==> src/rtl/isl_pkg.sv <==
`timescale 1ns / 1ps

package isl_pkg;

	localparam logic [2:0] OP_APPEND = 3'd0;
	localparam logic [2:0] OP_READ   = 3'd1;
	localparam logic [2:0] OP_INSERT = 3'd2;
	localparam logic [2:0] OP_WRITE  = 3'd3;
	localparam logic [2:0] OP_REMOVE = 3'd4;

	localparam logic [1:0] ST_OK    = 2'd0;
	localparam logic [1:0] ST_RANGE = 2'd1;
	localparam logic [1:0] ST_FULL  = 2'd2;

	typedef struct packed {
		logic [2:0]         op;
		logic [5:0]         index;
		logic signed [31:0] value;
	} req_t;

	typedef struct packed {
		logic signed [31:0] read_value;
		logic [6:0]         count;
		logic [1:0]         status;
	} rsp_t;

	typedef struct packed {
		logic load;
		logic shift_up;
		logic shift_down;
		logic hit;
	} cell_ctl_t;

endpackage

==> src/rtl/isl_cell.sv <==
`timescale 1ns / 1ps

module isl_cell (
	input  logic               clk,
	input  isl_pkg::cell_ctl_t ctl,
	input  logic signed [31:0] value,
	input  logic signed [31:0] prev_data,
	input  logic signed [31:0] next_data,
	output logic signed [31:0] data,
	output logic signed [31:0] rd_data
);

	logic signed [31:0] data_q;

	always_ff @(posedge clk) begin
		if (ctl.load) begin
			data_q <= value;
		end else if (ctl.shift_up) begin
			data_q <= prev_data;
		end else if (ctl.shift_down) begin
			data_q <= next_data;
		end
	end

	assign data    = data_q;
	assign rd_data = ctl.hit ? data_q : 32'sd0;

endmodule

==> config.mk <==
export PLATFORM = sky130hd
export DESIGN_NAME = isl_cell
export DESIGN_NICKNAME = d
export VERILOG_FILES = /design/src/rtl/isl_pkg.sv /design/src/rtl/isl_cell.sv
export SDC_FILE = /design/constraint.sdc
export NUM_CORES = 1
export LEC_CHECK = 0
export BUFFER_PORTS_ARGS = -buffer_cell sky130_fd_sc_hd__buf_2
export CORE_ASPECT_RATIO = 1.2
export CORE_MARGIN = 8
export CORE_UTILIZATION = 38
export DETAILED_ROUTE_END_ITERATION = 8
export PLACE_DENSITY = 0.78
export SLEW_MARGIN = 20
export SYNTH_ARGS = -nofsm -noshare
export SYNTH_HDL_FRONTEND = slang
export SYNTH_SLANG_ARGS = --single-unit
==> constraint.sdc <==
create_clock -name clk -period 1.79 [get_ports clk]
set_input_delay 0.358 -clock clk [delete_from_list [all_inputs] [get_ports clk]]
set_output_delay 0.358 -clock clk [all_outputs]
set_load 0.01 [all_outputs]
==> flow_metrics.tcl, run 1 <==
set metrics [dict create \
    numCtsBuffers 5 \
    gp_routability_congestion 0.752 \
    drt_first_pass_iters 4 \
    post_cts_resized 0 \
    report.final.setup_viol 0 \
    cts_hold_buffers 0 \
    remaining_drc_errors 0 \
    period_utilization_post_route 0.790 \
    timing.final.hold_violations 0 \
    ys_seq_area_frac 0.510 \
    drive_gt1_frac 0.513 \
    busiest_layer "met2" \
    first_global_vias 1962 \
    worst-endpoint-arrival_ns 1.06 \
    timing.final.crit_period_ns 1.41 \
    clock_tree.buffer_depth 2 \
    commonest_non_fill_non_tap_cell_in_the_layout "sky130_fd_sc_hd__buf_2" \
    drt_wirelength_mm 6.05 \
    grt_overflow_total 0 \
    post-dp-hpwl_mm 4.88 \
    grt_util_met3 0.0374 \
    post_cts_buffers 0 \
    global_route_wire_length_before_repair_mm 9.18 \
    met2_usage 0.280 \
    fmax_mhz 707 \
    finalNetCount 437 \
    routed_wire_length_per_instance_um 15.2 \
    status "complete, no violations" \
    power.ir.vdd_worst_mv 0.527 \
    worstMarginPinSlew_ns 0.433 \
    crit_path_end_kind "output port" \
    postSynthAreaPerCell_sq_um 10.8 \
    fp-row-count 28 \
    place_ws_ns 0.357 \
    n_antenna_cell 0 \
    synthCells 175 \
    synth_area_leader_cell "sky130_fd_sc_hd__edfxtp_1" \
    critical_path.startpoint_type "primary input" \
    synth_cell_type_count 11 \
    hold_path.startpoint "value[30]" \
    io_buffer_count 164 \
    worstPathMaxFanout 32 \
    clk_pin_slew_worst_paths_ns 0.07 \
    cp.required_ns 1.43 \
    routed-via-count 1834 \
    cts.sink_count 32 \
    syn-num-nets 276 \
    areaGrowthSynthToFinish_pct 47.9 \
    dieHeight_um 93.1 \
    ios 165 \
    mostFrequentLayoutCells "sky130_fd_sc_hd__buf_2 (164), sky130_fd_sc_hd__mux2i_1 (32), sky130_fd_sc_hd__nand2_1 (32), sky130_fd_sc_hd__and2_1 (32), sky130_fd_sc_hd__edfxtp_1 (32)" \
    setup-tns-final_ns 0 \
    finalWorstSetupSlack_ns 0.376 \
    synth_top_cells_by_area "sky130_fd_sc_hd__edfxtp_1 (51%), sky130_fd_sc_hd__mux2i_1 (17%), sky130_fd_sc_hd__and2_1 (11%)" \
    initial_utilization 0.387 \
    ant_nets 0 \
    tritoncts "yes" \
    fin_total_pwr_w 0.00201 \
    grt_max_degree 39 \
    dieArea_sq_um 7480 \
    cts-htree-levels 2 \
    yosys_register_bits 32 \
    cap_violations 0 \
    synth_top_cell_area_share 0.510 \
    post_drt_via_cell_ratio 4.62 \
    nFillCells 449 \
    powerDensity_nw_per_um2 723 \
    antenna_violations_before_repair 0 \
    holdCritPathClass "primary input to register" \
    clk_root_buffer_cell "sky130_fd_sc_hd__clkbuf_8" \
    crit_type "primary input to output port" \
    die-width_um 80.3 \
    floorplan.core_area_sq_um 4870 \
    final_util 0.572 \
    rsz_0062_raised_after_global_routing "false" \
    yosys_warning_total 0 \
    slew_headroom 0.711 \
    met1_grt_util 0.160 \
    netlist_area_sq_um 1880 \
    slew_violations 0 \
    worst_setup_path_startpoint "ctl[0]" \
    grt_usage 0.154 \
    flip_flop_count_of_the_largest_register_after_layout 32 \
    drt_first_iter_violations 78 \
    leakage_nw 1.47 \
]
worst max-delay path, cell delays in order:
cell	delay, ns
sky130_fd_sc_hd__buf_2	0.35
sky130_fd_sc_hd__and2_1	0.19
sky130_fd_sc_hd__buf_2	0.13
final timing paths:
path / to / slack, ns / depth (start not counted)
min: data[30] / 0.36 / 3
max: rd_data[26] / 0.38 / 3
synth_stat cells:
library cell	number
sky130_fd_sc_hd__mux2i_1	32
sky130_fd_sc_hd__o21ai_0	2
sky130_fd_sc_hd__and2_1	32
sky130_fd_sc_hd__buf_12	3
sky130_fd_sc_hd__buf_6	1
sky130_fd_sc_hd__buf_2	6
sky130_fd_sc_hd__o21ai_1	30
sky130_fd_sc_hd__nand2_1	32
sky130_fd_sc_hd__clkbuf_1	4
sky130_fd_sc_hd__edfxtp_1	32
sky130_fd_sc_hd__or3_1	1
metal layers:
layer | wire length (um) | share of wire | vias to the layer above
li1 | - | - | 930
met1 | 2170 | 0.36 | 808
met2 | 3260 | 0.54 | 82
met3 | 428 | 0.071 | 14
met4 | 191 | 0.032 | 0
met5 | 0 | 0 | -
kinds of logic (layout without fill, tap and decap cells):
kind of cell           count (synthesis)  after routing  synth area share
buffers and inverters                 14            176            0.0618
AND/OR/NAND/NOR                       65             65             0.173
AO/OA/AOI/OAI                         32             32            0.0850
flip-flops                            32             32             0.510
multiplexers                          32             32             0.170
through the flow:
| stage | hold WS [ns] | cells | area, sq um |
|---|---|---|---|
| 3_5_place_dp | 0.648 | 389 | 2710 |
| 2_1_floorplan | 0.549 | 175 | 1880 |
| 3_3_place_gp | 0.640 | 389 | 2710 |
| 4_1_cts | 0.356 | 397 | 2790 |
| 5_1_grt | 0.370 | 397 | 2790 |
| 6_report | 0.360 | 397 | 2790 |
layout make-up:
class / instances / area (sq um) / share of cell area
Tap cell: 60 / 75.1 / 0.0269
Multi-Input combinational cell: 129 / 807 / 0.290
Sequential cell: 32 / 961 / 0.345
Timing Repair Buffer: 168 / 863 / 0.310
Clock buffer: 7 / 76.3 / 0.0274
Clock inverter: 1 / 3.75 / 0.00135
power by group:
group	internal (W)	leakage, nW	total, W	switching (W)
logic	0.000262	1.09	0.000528	0.000266
registers	0.000927	0.338	0.000966	0.0000395
clock network	0.000270	0.0399	0.000521	0.000250
total	0.00146	1.47	0.00201	0.000555
Note: power is estimated with default switching activity, not from simulation.
==> run 2: changes to the inputs <==
--- a/config.mk
+++ b/config.mk
@@ -5,12 +5,13 @@
 export SDC_FILE = /design/constraint.sdc
 export NUM_CORES = 1
 export LEC_CHECK = 0
+export ABC_AREA = 1
 export BUFFER_PORTS_ARGS = -buffer_cell sky130_fd_sc_hd__buf_2
 export CORE_ASPECT_RATIO = 1.2
 export CORE_MARGIN = 8
-export CORE_UTILIZATION = 38
+export CORE_UTILIZATION = 37
 export DETAILED_ROUTE_END_ITERATION = 8
-export PLACE_DENSITY = 0.78
+export PLACE_DENSITY = 0.74
 export SLEW_MARGIN = 20
 export SYNTH_ARGS = -nofsm -noshare
 export SYNTH_HDL_FRONTEND = slang
==> constraint.sdc (replaced) <==
create_clock -name clk -period 1.3 [get_ports clk]
set_input_delay 0.26 -clock clk [delete_from_list [all_inputs] [get_ports clk]]
set_output_delay 0.26 -clock clk [all_outputs]
set_load 0.01 [all_outputs]
==> flow_metrics.tcl, run 2 <==
set metrics [dict create \
    tritoncts "yes" \
    post_synth_edffs 32 \
    cts_hold_buffers 0 \
    top_cell_types_by_occurrence_after_synthesis "sky130_fd_sc_hd__nand2_1 (161), sky130_fd_sc_hd__inv_1 (96), sky130_fd_sc_hd__edfxtp_1 (32), sky130_fd_sc_hd__nand3_1 (32), sky130_fd_sc_hd__buf_4 (7)" \
    postSynthAreaPerCell_sq_um 6.54 \
    synth_area_leader_cell "sky130_fd_sc_hd__edfxtp_1" \
    remaining_drc_errors 0 \
    worst-endpoint-arrival_ns 0.97 \
    slew_violations 0 \
    post-dp-hpwl_mm 5.79 \
    status "complete, no violations" \
    routed_wire_length_per_instance_um 12.4 \
    drt_first_pass_iters 4 \
    drt_wirelength_mm 7.25 \
    post_cts_buffers 0 \
    drive_gt1_frac 0.355 \
    dieArea_sq_um 8780 \
    synth_top_cell_area_share 0.431 \
    clk_pin_slew_worst_paths_ns 0.06 \
    yosys_warning_total 0 \
    clk_root_buffer_cell "sky130_fd_sc_hd__clkbuf_8" \
    dieHeight_um 101 \
    commonest_non_fill_non_tap_cell_in_the_layout "sky130_fd_sc_hd__buf_2" \
    initial_utilization 0.376 \
    worstPathMaxFanout 2 \
    worstMarginPinSlew_ns 0.416 \
    synth-main-ff-cell "sky130_fd_sc_hd__edfxtp_1" \
    powerDensity_nw_per_um2 959 \
    flip_flop_count_of_the_largest_register_after_layout 32 \
    synth_cell_type_count 9 \
    critical_path.startpoint_type "register" \
    synthCells 341 \
    global_route_wire_length_before_repair_mm 11.1 \
    fmax_mhz 813 \
    mostFrequentLayoutCells "sky130_fd_sc_hd__buf_2 (164), sky130_fd_sc_hd__nand2_1 (160), sky130_fd_sc_hd__inv_1 (96)" \
    nFillCells 595 \
    timing.final.crit_period_ns 1.23 \
    ios 165 \
    clock_tree.buffer_depth 2 \
    yosys_register_bits 32 \
    syn-num-nets 442 \
    n_antenna_cell 0 \
    post_cts_resized 0 \
    place_ws_ns 0.0886 \
    fraction_of_registers_with_async_set_reset 0 \
    slew_headroom 0.723 \
    holdCritPathClass "primary input to register" \
    power.ir.vdd_worst_mv 0.462 \
    setup-tns-final_ns 0 \
    ys_seq_area_frac 0.431 \
    ant_nets 0 \
    die-width_um 86.9 \
    crit_type "register to output port" \
    post_drt_via_cell_ratio 4.19 \
    fp-row-count 31 \
    routed-via-count 2445 \
    timing.final.hold_violations 0 \
    floorplan.core_area_sq_um 5930 \
    antenna_violations_before_repair 0 \
    grt_max_degree 33 \
    synth_top_cells_by_area "sky130_fd_sc_hd__edfxtp_1 (43%), sky130_fd_sc_hd__nand2_1 (27%), sky130_fd_sc_hd__inv_1 (16%)" \
    finalNetCount 601 \
    gp_routability_congestion 0.890 \
    grt_usage 0.162 \
    cts.sink_count 32 \
    drt_first_iter_violations 129 \
    finalWorstSetupSlack_ns 0.0706 \
    grt_overflow_total 0 \
    netlist_area_sq_um 2230 \
    cts-htree-levels 2 \
    first_global_vias 2496 \
    numCtsBuffers 5 \
    leakage_nw 2.19 \
    cap_violations 0 \
    cp.required_ns 1.04 \
    yosys.cell_count.top_type "sky130_fd_sc_hd__nand2_1" \
    io_buffer_count 164 \
    crit_path_end_kind "output port" \
    report.final.setup_viol 0 \
    rsz_0062_raised_after_global_routing "false" \
    period_utilization_post_route 0.946 \
    areaGrowthSynthToFinish_pct 43.0 \
]
run 2: kinds of logic (layout without fill, tap and decap cells):
logic type / count (synthesis) / after routing / synth area share
buffers and inverters: 115 / 275 / 0.224
flip-flops: 32 / 32 / 0.431
AND/OR/NAND/NOR: 194 / 194 / 0.345
run 2: path summary, 6_finish.rpt:
| kind | start | end | slack, ns | cells past startpoint |
|---|---|---|---|---|
| setup / recovery | data[1] | rd_data[1] | 0.07 | 3 |
| hold / removal | value[26] | data[26] | 0.25 | 3 |
run 2: cell type report:
class | instances | area (sq um) | area share
Clock buffer | 5 | 68.8 | 0.0216
Clock inverter | 3 | 37.5 | 0.0118
Inverter | 98 | 373 | 0.117
Multi-Input combinational cell | 194 | 776 | 0.243
Sequential cell | 32 | 961 | 0.301
Tap cell | 82 | 103 | 0.0322
Timing Repair Buffer | 169 | 871 | 0.273
run 2: per-stage QoR:
stage	hold WS, ns	utilization	instance area (sq um)	cells	power, W
after floorplan	0.442	-	2240	341	0.00178
final	0.246	0.537	3190	583	0.00306
after CTS	0.235	0.537	3190	583	0.00311
after global routing	0.251	0.537	3190	583	0.00325
after detailed placement	0.533	0.520	3080	575	0.00219
after global placement	0.530	0.520	3080	575	0.00218
run 2: report_power, final:
group	internal [W]	total, W	switching (W)	leakage, nW
Clock	0.000557	0.000902	0.000345	0.0532
Combinational	0.000358	0.000808	0.000450	1.80
Sequential	0.00128	0.00135	0.0000705	0.336
run 2: worst max-delay path: stages, from the launching register on:
cell,delay (ns)
sky130_fd_sc_hd__edfxtp_1,0.44
sky130_fd_sc_hd__nand2_1,0.09
sky130_fd_sc_hd__inv_1,0.03
sky130_fd_sc_hd__buf_2,0.13
run 2: metal layers:
| metal | wire length [um] | up-vias | share of wire | track usage |
|---|---|---|---|---|
| met5 | 0 | - | 0 | 0 |
| met4 | 242 | 0 | 0.033 | 0.0770 |
| met3 | 587 | 17 | 0.081 | 0.0489 |
| met2 | 3720 | 97 | 0.51 | 0.296 |
| met1 | 2710 | 1039 | 0.37 | 0.162 |
| li1 | - | 1292 | - | - |
